## config.mk

```make
export PLATFORM = sky130hd
export DESIGN_NAME = playfair_pair_decrypt_core
export DESIGN_NICKNAME = d
export VERILOG_FILES = /design/src/rtl/pfd_pkg.sv /design/src/rtl/pfd_lane.sv /design/src/rtl/pfd_merge.sv /design/src/rtl/playfair_pair_decrypt_core.sv
export SDC_FILE = /design/constraint.sdc
export NUM_CORES = 1
export LEC_CHECK = 0
export BUFFER_PORTS_ARGS = -buffer_cell sky130_fd_sc_hd__buf_2
export CAP_MARGIN = 20
export CORE_ASPECT_RATIO = 2
export CORE_MARGIN = 2
export CORE_UTILIZATION = 55
export CTS_CLUSTER_DIAMETER = 60
export CTS_CLUSTER_SIZE = 8
export DETAILED_ROUTE_END_ITERATION = 10
export HOLD_SLACK_MARGIN = 0.05
export PLACE_DENSITY = 0.74
export SYNTH_ARGS = -nofsm -noshare
export SYNTH_HDL_FRONTEND = slang
export SYNTH_SLANG_ARGS = --single-unit
```

## constraint.sdc

```tcl
create_clock -name clk -period 6.5 [get_ports clk]
set_input_delay 0.325 -clock clk [delete_from_list [all_inputs] [get_ports clk]]
set_output_delay 0.325 -clock clk [all_outputs]
set_load 0.01 [all_outputs]
```

## src/rtl/pfd_pkg.sv

```systemverilog
// shared types and constants for the playfair pair decrypt core
// no dependencies
`default_nettype none

package pfd_pkg;

    localparam int SIDE       = 5;
    localparam int CODE_W     = 5;
    localparam int POS_W      = 3;
    localparam int HALF_CELLS = 12;
    localparam int HALF_W     = HALF_CELLS * CODE_W;
    localparam int CFG_IDX_W  = 2;

    localparam logic [CODE_W-1:0] CODE_I = 5'd8;
    localparam logic [CODE_W-1:0] CODE_J = 5'd9;

    localparam logic [CFG_IDX_W-1:0] CFG_CELLS_LOW  = 2'd0;
    localparam logic [CFG_IDX_W-1:0] CFG_CELLS_HIGH = 2'd1;
    localparam logic [CFG_IDX_W-1:0] CFG_CELL_LAST  = 2'd2;

    typedef logic [SIDE-1:0][SIDE-1:0][CODE_W-1:0] square_t;

    typedef struct packed {
        logic             found;
        logic [POS_W-1:0] row;
        logic [POS_W-1:0] col;
    } loc_t;

endpackage

`default_nettype wire

```

## src/rtl/pfd_lane.sv

```systemverilog
// one search lane: locates a letter code in the key square, first match row-major
// depends on pfd_pkg
`default_nettype none

module pfd_lane (
    input  wire logic [pfd_pkg::CODE_W-1:0] code,
    input  wire pfd_pkg::square_t           square,
    output pfd_pkg::loc_t                   loc
);
    import pfd_pkg::*;

    logic [CODE_W-1:0] key;

    assign key = (code == CODE_J) ? CODE_I : code;

    // scan from the last cell back so the earliest match wins
    always_comb
    begin
        loc = '0;
        for (int r = SIDE - 1; r >= 0; r--)
        begin
            for (int c = SIDE - 1; c >= 0; c--)
            begin
                if (square[r][c] == key)
                begin
                    loc.found = 1'b1;
                    loc.row   = POS_W'(r);
                    loc.col   = POS_W'(c);
                end
            end
        end
    end

endmodule

`default_nettype wire

```

## src/rtl/pfd_merge.sv

```systemverilog
// merge stage: applies the row, column and rectangle rules to both lane results
// depends on pfd_pkg
`default_nettype none

module pfd_merge (
    input  wire pfd_pkg::loc_t              loc_first,
    input  wire pfd_pkg::loc_t              loc_second,
    input  wire pfd_pkg::square_t           square,
    output logic [pfd_pkg::CODE_W-1:0]      plain_first,
    output logic [pfd_pkg::CODE_W-1:0]      plain_second,
    output logic                            letter_missing
);
    import pfd_pkg::*;

    localparam logic [POS_W-1:0] LAST_POS = POS_W'(SIDE - 1);

    logic [POS_W-1:0] row_a;
    logic [POS_W-1:0] col_a;
    logic [POS_W-1:0] row_b;
    logic [POS_W-1:0] col_b;

    function automatic logic [POS_W-1:0] step_back(input logic [POS_W-1:0] p);
        step_back = (p == '0) ? LAST_POS : p - POS_W'(1);
    endfunction

    always_comb
    begin
        row_a = loc_first.row;
        col_a = loc_first.col;
        row_b = loc_second.row;
        col_b = loc_second.col;
        if (loc_first.row == loc_second.row)
        begin
            col_a = step_back(loc_first.col);
            col_b = step_back(loc_second.col);
        end
        else if (loc_first.col == loc_second.col)
        begin
            row_a = step_back(loc_first.row);
            row_b = step_back(loc_second.row);
        end
        else
        begin
            col_a = loc_second.col;
            col_b = loc_first.col;
        end
    end

    always_comb
    begin
        letter_missing = !(loc_first.found && loc_second.found);
        if (letter_missing)
        begin
            plain_first  = '0;
            plain_second = '0;
        end
        else
        begin
            plain_first  = square[row_a][col_a];
            plain_second = square[row_b][col_b];
        end
    end

endmodule

`default_nettype wire

```

## src/rtl/playfair_pair_decrypt_core.sv

```systemverilog
// top level of the playfair pair decrypt core: key square registers, two search
// lanes and the merge stage; depends on pfd_pkg, pfd_lane, pfd_merge
//
//  channel   signals                                       direction
//  request   start, busy, cipher_first, cipher_second      in (busy out)
//  result    done, plain_first, plain_second,              out
//            letter_missing
//  config    cfg_valid, cfg_ready, cfg_index, cfg_data     in (cfg_ready out)
//
// one request per cycle; each result is registered after the lane search and again after the merge
// two register stages: lane search, then merge and cell select
// busy and cfg_ready stay low and high; the receiver cannot stall
// reset clears the key square to zero and all pipeline valid flags
`default_nettype none

module playfair_pair_decrypt_core (
    input  wire logic                          clk,
    input  wire logic                          rst_n,
    input  wire logic                          start,
    output logic                               busy,
    input  wire logic [pfd_pkg::CODE_W-1:0]    cipher_first,
    input  wire logic [pfd_pkg::CODE_W-1:0]    cipher_second,
    output logic                               done,
    output logic [pfd_pkg::CODE_W-1:0]         plain_first,
    output logic [pfd_pkg::CODE_W-1:0]         plain_second,
    output logic                               letter_missing,
    input  wire logic                          cfg_valid,
    output logic                               cfg_ready,
    input  wire logic [pfd_pkg::CFG_IDX_W-1:0] cfg_index,
    input  wire logic [pfd_pkg::HALF_W-1:0]    cfg_data
);
    import pfd_pkg::*;

    logic [HALF_W-1:0] cells_low_reg;
    logic [HALF_W-1:0] cells_high_reg;
    logic [CODE_W-1:0] cell_last_reg;
    square_t           square;

    logic              valid1_reg;
    loc_t              loc_first_reg;
    loc_t              loc_second_reg;
    loc_t              loc_first_next;
    loc_t              loc_second_next;

    logic              done_reg;
    logic [CODE_W-1:0] plain_first_reg;
    logic [CODE_W-1:0] plain_second_reg;
    logic              missing_reg;
    logic [CODE_W-1:0] plain_first_next;
    logic [CODE_W-1:0] plain_second_next;
    logic              missing_next;

    logic              accept;

    assign busy      = 1'b0;
    assign cfg_ready = 1'b1;
    assign accept    = start && !busy;

    always_ff @(posedge clk or negedge rst_n)
    begin
        if (!rst_n)
        begin
            cells_low_reg  <= '0;
            cells_high_reg <= '0;
            cell_last_reg  <= '0;
        end
        else if (cfg_valid && cfg_ready)
        begin
            unique case (cfg_index)
                CFG_CELLS_LOW:  cells_low_reg  <= cfg_data;
                CFG_CELLS_HIGH: cells_high_reg <= cfg_data;
                CFG_CELL_LAST:  cell_last_reg  <= cfg_data[CODE_W-1:0];
                default:        ;
            endcase
        end
    end

    always_comb
    begin
        for (int r = 0; r < SIDE; r++)
        begin
            for (int c = 0; c < SIDE; c++)
            begin
                if (r * SIDE + c < HALF_CELLS)
                    square[r][c] = cells_low_reg[(r * SIDE + c) * CODE_W +: CODE_W];
                else if (r * SIDE + c < 2 * HALF_CELLS)
                    square[r][c] =
                        cells_high_reg[(r * SIDE + c - HALF_CELLS) * CODE_W +: CODE_W];
                else
                    square[r][c] = cell_last_reg;
            end
        end
    end

    pfd_lane u_lane_first (
        .code   (cipher_first),
        .square (square),
        .loc    (loc_first_next)
    );

    pfd_lane u_lane_second (
        .code   (cipher_second),
        .square (square),
        .loc    (loc_second_next)
    );

    always_ff @(posedge clk or negedge rst_n)
    begin
        if (!rst_n)
        begin
            valid1_reg <= 1'b0;
            done_reg   <= 1'b0;
        end
        else
        begin
            valid1_reg <= accept;
            done_reg   <= valid1_reg;
        end
    end

    always_ff @(posedge clk)
    begin
        if (accept)
        begin
            loc_first_reg  <= loc_first_next;
            loc_second_reg <= loc_second_next;
        end
        if (valid1_reg)
        begin
            plain_first_reg  <= plain_first_next;
            plain_second_reg <= plain_second_next;
            missing_reg      <= missing_next;
        end
    end

    pfd_merge u_merge (
        .loc_first      (loc_first_reg),
        .loc_second     (loc_second_reg),
        .square         (square),
        .plain_first    (plain_first_next),
        .plain_second   (plain_second_next),
        .letter_missing (missing_next)
    );

    assign done           = done_reg;
    assign plain_first    = plain_first_reg;
    assign plain_second   = plain_second_reg;
    assign letter_missing = missing_reg;

endmodule

`default_nettype wire
```

After elaboration in Yosys (flattened, before gate mapping)
Cells that the tools add are included.
{"block": "totals", "register_bits": 152, "out_inout_bits": 14, "word_cells": 178}
{"block": "classes", "add_sub_neg": 4, "magnitude_cmp": 4, "eq_ne": 56, "mux": 70, "reduce_logical": 22}
{"op": "$eq A5 B5 Y1", "count": 50}
{"op": "$bmux W25 S3", "count": 2}
{"op": "$mux W5", "count": 24}
{"op": "$mux W25", "count": 2}
{"op": "$mux W6", "count": 8}
{"op": "$reduce_or A24 Y1", "count": 2}
{"op": "$mux W3", "count": 14}
{"op": "$mux W4", "count": 10}
{"op": "$reduce_or A20 Y1", "count": 2}
{"op": "$bmux W5 S3", "count": 2}
{"op": "$reduce_or A10 Y1", "count": 2}
{"op": "$lt A3 B4 Y1 const B", "count": 4}
{"op": "$mux W7", "count": 2}
{"op": "$logic_not A3 Y1", "count": 4}
{"op": "$sub A3 B1 Y3 const B", "count": 4}
{"op": "$eq A5 B4 Y1 const B", "count": 2}
{"op": "$reduce_or A5 Y1", "count": 2}
{"op": "$mux W2", "count": 4}
{"op": "$reduce_or A4 Y1", "count": 2}
{"op": "$eq A3 B3 Y1", "count": 2}
{"op": "$reduce_and A2 Y1", "count": 3}
{"op": "$reduce_or A2 Y1", "count": 2}
{"op": "$eq A2 B1 Y1 const B", "count": 1}
{"op": "$eq A2 B2 Y1 const B", "count": 1}
{"op": "other kinds (4)", "count": 5}

Depth between registers and ports, before layout
{"block": "depth", "word_depth": 27, "mapped_depth": 12}

Cells and area by module
From an unflattened synthesis, not the netlist that was laid out.
{"block": "hier_totals", "hier_cells": 1288, "hier_area_um2": 12495.7}
{"mod": "playfair_pair_decrypt_core", "n_inst": 1, "cells_each": 296, "area_per_inst_um2": 5531.6}
{"mod": "pfd_lane", "n_inst": 2, "cells_each": 273, "area_per_inst_um2": 1896.8}
{"mod": "pfd_merge", "n_inst": 1, "cells_each": 446, "area_per_inst_um2": 3170.5}

Least setup slack after synthesis
No wires, ideal clock.
{"block": "synth_path", "kind": "register -> register", "from": "register loc_first_reg[4] (netlist bit)", "to": "register plain_first_reg[2], in the netlist plain_first[2], data pin", "setup_ns": 0.265, "t_arrival_ns": 2.570, "t_required_ns": 6.235, "setup_slack_ns": 3.664, "path_stages_with_launch": 10, "n_path_buf": 2, "synth_period_minus_slack_ns": 2.836, "cell_sequence": "edfxtp_1 -> xnor2_1 -> and3_1 -> buf_6 -> mux2i_4 -> buf_6 -> mux2_1 -> a311oi_1 -> a311oi_1 -> or3_1"}
{"block": "synth_between", "elab_chain_len": 8, "elab_cells_between_ends": 11}
{"element": "from (decl)", "line": "playfair_pair_decrypt_core.sv:40", "text": "loc_t loc_first_reg;"}
{"element": "from (signal assigned)", "line": "playfair_pair_decrypt_core.sv:125", "text": "loc_first_reg <= loc_first_next;"}
{"element": "$sub A3 B1 Y3 or $logic_not A3 Y1 (tied branches)", "line": "pfd_merge.sv:23", "text": "step_back = (p == '0) ? LAST_POS : p - POS_W'(1);"}
{"element": "$mux W3", "line": "pfd_merge.sv:23"}
{"element": "$mux W3", "line": "pfd_merge.sv:37", "text": "else if (loc_first.col == loc_second.col)"}
{"element": "$mux W3", "line": "pfd_merge.sv:32", "text": "if (loc_first.row == loc_second.row)"}
{"element": "$bmux W25 S3", "line": "pfd_merge.sv:59", "text": "plain_first = square[row_a][col_a];"}
{"element": "$mux W25 (implied by the code)", "line": "pfd_merge.sv:59"}
{"element": "$bmux W5 S3 (*)", "line": "pfd_merge.sv:59"}
{"element": "$mux W5 (implied by the code) (*)", "line": "pfd_merge.sv:59"}
{"element": "to (signal assigned)", "line": "playfair_pair_decrypt_core.sv:130", "text": "plain_first_reg <= plain_first_next;"}
{"element": "to (decl)", "line": "playfair_pair_decrypt_core.sv:46", "text": "logic [CODE_W-1:0] plain_first_reg;"}
Mark *: on every way between the ends. The rest lies on a longest branch, timed or not. The select of a mux whose other input is x is not followed.
A chain may end at the register's enable or synchronous reset.

Final worst setup path
{"block": "layout_path", "from": "register loc_second_reg[3] (netlist bit)", "to": "register plain_second_reg[2], in the netlist plain_second[2], data pin"}
{"block": "layout_between", "elab_chain_len": 8, "elab_cells_between_ends": 11}
{"element": "from (decl)", "line": "playfair_pair_decrypt_core.sv:41", "text": "loc_t loc_second_reg;"}
{"element": "from (signal assigned)", "line": "playfair_pair_decrypt_core.sv:126", "text": "loc_second_reg <= loc_second_next;"}
{"element": "$sub A3 B1 Y3 or $logic_not A3 Y1 (tied branches)", "line": "pfd_merge.sv:23"}
{"element": "$mux W3", "line": "pfd_merge.sv:23"}
{"element": "$mux W3", "line": "pfd_merge.sv:37"}
{"element": "$mux W3", "line": "pfd_merge.sv:32"}
{"element": "$bmux W25 S3", "line": "pfd_merge.sv:60", "text": "plain_second = square[row_b][col_b];"}
{"element": "$mux W25 (implied by the code)", "line": "pfd_merge.sv:60"}
{"element": "$bmux W5 S3 (*)", "line": "pfd_merge.sv:60"}
{"element": "$mux W5 (implied by the code) (*)", "line": "pfd_merge.sv:60"}
{"element": "to (signal assigned)", "line": "playfair_pair_decrypt_core.sv:131", "text": "plain_second_reg <= plain_second_next;"}
{"element": "to (decl)", "line": "playfair_pair_decrypt_core.sv:47", "text": "logic [CODE_W-1:0] plain_second_reg;"}
Marks and branches as above.

==> summary.md <==
| Metric | Value |
|---|---|
| Die Y | `214 um` |
| Syn avg cell area | `10.2 um2` |
| Vias in the first global route | `9907` |
| Setup CP Type | `flop to flop` |
| All-Layer GR Usage | `37.8%` |
| Multi-input gate area | `0.00770 mm2` |
| Pwr dens | `377 mW/mm2` |
| Outcome | `complete, no violations` |
| Final period utilization | `54.3%` |
| Die Width | `109 um` |
| Antenna cells | `0` |
| Starting Density | `55.9%` |
| Post-synth top area share | `26.3%` |
| Final RePlAce weighted congestion | `1.00` |
| DR pass1 iterations | `6` |
| Max Slew Vio Count | `0` |
| Worst hold path type | `input port to flop` |
| Period minus WS final | `3530 ps` |
| Top post-synthesis cells by area | `dfrtp_1 (26%), mux2_2 (12%), xor2_1 (8.4%)` |
| Post-Synthesis Cells | `1189` |
| Rows | `76` |
| Post-CTS setup buffers | `0` |
| CTS tree | `built` |
| Dpl cells | `1483` |
| Setup Skew | `12.2 ps` |
| Core area | `0.0216 mm2` |
| Post-detail-place hpwl | `32200 um` |
| Root Driver | `clkbuf_16` |
| Grt ovf | `0` |
| Final setup TNS | `0 ps` |
| CP Data Required Time | `6680 ps` |
| Slew @ Worst Pin | `1190 ps` |
| Routed wire per std cell | `27.8 um` |
| FF+latch count, synth | `152` |
| Pleak | `5.29 nW` |
| Max Cap Viol | `0` |
| Fraction of layout cells with a size suffix above 1 | `25.0%` |
| Filler Cell Count | `1840` |
| Slew HR | `20.1%` |
| CTS max path bufs | `2` |
| Final Hold Violating Endpoints | `0` |
| Initial antenna violation count | `0` |
| CTS buffer count | `17` |
| Reg2reg setup slack | `2970 ps` |
| First-pass GRT wire length | `62500 um` |
| FF+latch area | `0.00393 mm2` |
| Hold Startpoint | `cfg_data[54]` |
| # IOs | `90` |
| Nets | `1313` |
| Critical path arrival | `3710 ps` |
| Worst R2R Start | `loc_second_reg[3]$_SDFFCE_PP0P_` |
| Asr flop ratio synth | `83.6%` |
| Net count after synthesis | `1269` |
| Worst R2R Path Depth | `7` |
| RSZ-0062 raised after global routing | `no` |
| Max Clk Rate | `0.283 GHz` |
| Area grow syn2layout | `9.47%` |
| Peak supply drop | `0.000335 V` |
| EDFF count, synth | `25` |
| Setup-failing EPs final | `0` |
| Warnings from Yosys | `0` |
| Worst Setup Start Kind | `flop` |
| Netlist cell types | `78` |
| Cell taking the most area after synthesis | `dfrtp_1` |
| Post_cts resized | `0` |
| Htree depth | `4` |
| CP Max Fanout | `22` |
| Cell with the most instances after synthesis | `mux2_2` |
| Sequential area share after synthesis | `32.5%` |
| CTS Sinks | `152` |
| DR vias | `10000` |
| PortBufs | `87` |
| Worst-Skew Late Latency | `460 ps` |
| DRC viols | `0` |
| Clock transition at path regs | `70 ps` |
| Total power draw | `0.00499 W` |
| Top_reg_cell synth | `dfrtp_1` |
| Hold Path Depth | `2` |
| Worst setup startpoint | `loc_second_reg[3]$_SDFFCE_PP0P_` |
| Iter 0 DRT Violations | `872` |
| Hold slack | `111 ps` |
| Critical Path End Type | `flop` |
| Drt total wl | `42100 um` |
| Post-Layout Cell Count | `1517` |
| Largest net degree at the start of global routing | `66` |
| Via/cell ratio | `6.61` |
| Post-synth top cells | `mux2_2 (133), dfrtp_1 (127), xor2_1 (116)` |
| Mapped cell area | `0.0121 mm2` |
| Die area | `0.0232 mm2` |
| Antenna viol nets, final | `0` |
==> cell families after synthesis <==
group	synth area share, %
AOI/OAI and AO/OA	9.04
xor gates and xnor gates	16.5
adders and majority gates	0.415
buffers and inverters	3.88
DFF	32.5
muxes	22.7
other	0.0622
and+or+nand+nor	14.8
==> repair_timing <==
item                                    in CTS  in global routing
hold endpoints to repair                    62                  0
endpoints found under the setup margin       0                  0
hold buffers                                 1                  0
==> placed cells by master (no fill, tap or decap), drive strengths merged, types with 4 or more instances in the layout <==
| master | n |
|---|---|
| nor4 | 29 |
| a221oi | 8 |
| nand3b | 6 |
| nand3 | 33 |
| a22o | 5 |
| a31oi | 12 |
| nor4b | 4 |
| inv | 16 |
| o21ai | 39 |
| a21o | 7 |
| nand2 | 68 |
| mux2 | 149 |
| a21boi | 12 |
| ha | 4 |
| dfrtp | 127 |
| a311oi | 11 |
| nand4 | 30 |
| a21oi | 12 |
| nand2b | 6 |
| and3 | 10 |
| buf | 105 |
| xor2 | 116 |
| a211oi | 9 |
| edfxtp | 25 |
| nor3b | 4 |
| or3 | 25 |
| xnor2 | 112 |
| mux2i | 57 |
| nor2b | 5 |
| and2 | 13 |
| o211ai | 14 |
| nor2 | 45 |
| clkbuf | 18 |
| mux4 | 20 |
| nor3 | 37 |
==> routing by layer <==
layer,global-route usage (%),wire [um]
met3,6.63,2550
met1,41.1,14400
met5,0,0
met4,32.9,4300
met2,62.5,20900
==> worst paths after layout <==
path                                                       end
worst max-delay path             plain_second[2]$_SDFFCE_PN0P_
worst min-delay path            cells_high_reg[54]$_DFFE_PN0P_
worst max register to register   plain_second[2]$_SDFFCE_PN0P_
worst min register to register  cells_high_reg[21]$_DFFE_PN0P_
max in group asynchronous       cells_high_reg[12]$_DFFE_PN0P_
min in group asynchronous        cells_low_reg[32]$_DFFE_PN0P_
==> critical path, cell delays in order, from the launching register on <==
cell and delay, ps:
edfxtp_1 560, xnor2_1 300, nand3_2 240, a21oi_4 860, mux4_2 640, and3_1 200, a221oi_1 290, o221ai_1 150
==> through the flow <==
step                      setup WS [ps]  area [um2]  util (%)
after floorplan                    3660       12100         -
after global placement             2660       12600      58.2
after detailed placement           2590       12600      58.2
after CTS                          2600       13200      61.1
after global routing               2690       13200      61.2
final                              2970       13200      61.2
==> report_power, final <==
group	switching (W)	leakage, nW	internal (W)
sequential	0.000426	1.76	0.00119
clock	0.000424	0.296	0.000627
combinational	0.00126	3.24	0.00106
==> layout make-up <==
| cell class | instances | share of cell area [%] |
|---|---|---|
| multi-input combinational | 945 | 58.3 |
| sequential | 152 | 29.7 |
| timing repair buffer | 106 | 4.45 |
| clock buffer | 18 | 3.41 |
| tap | 273 | 2.58 |
| clock inverter | 12 | 1.21 |
| inverter | 11 | 0.312 |
Note: power is estimated with default switching activity, not from simulation.
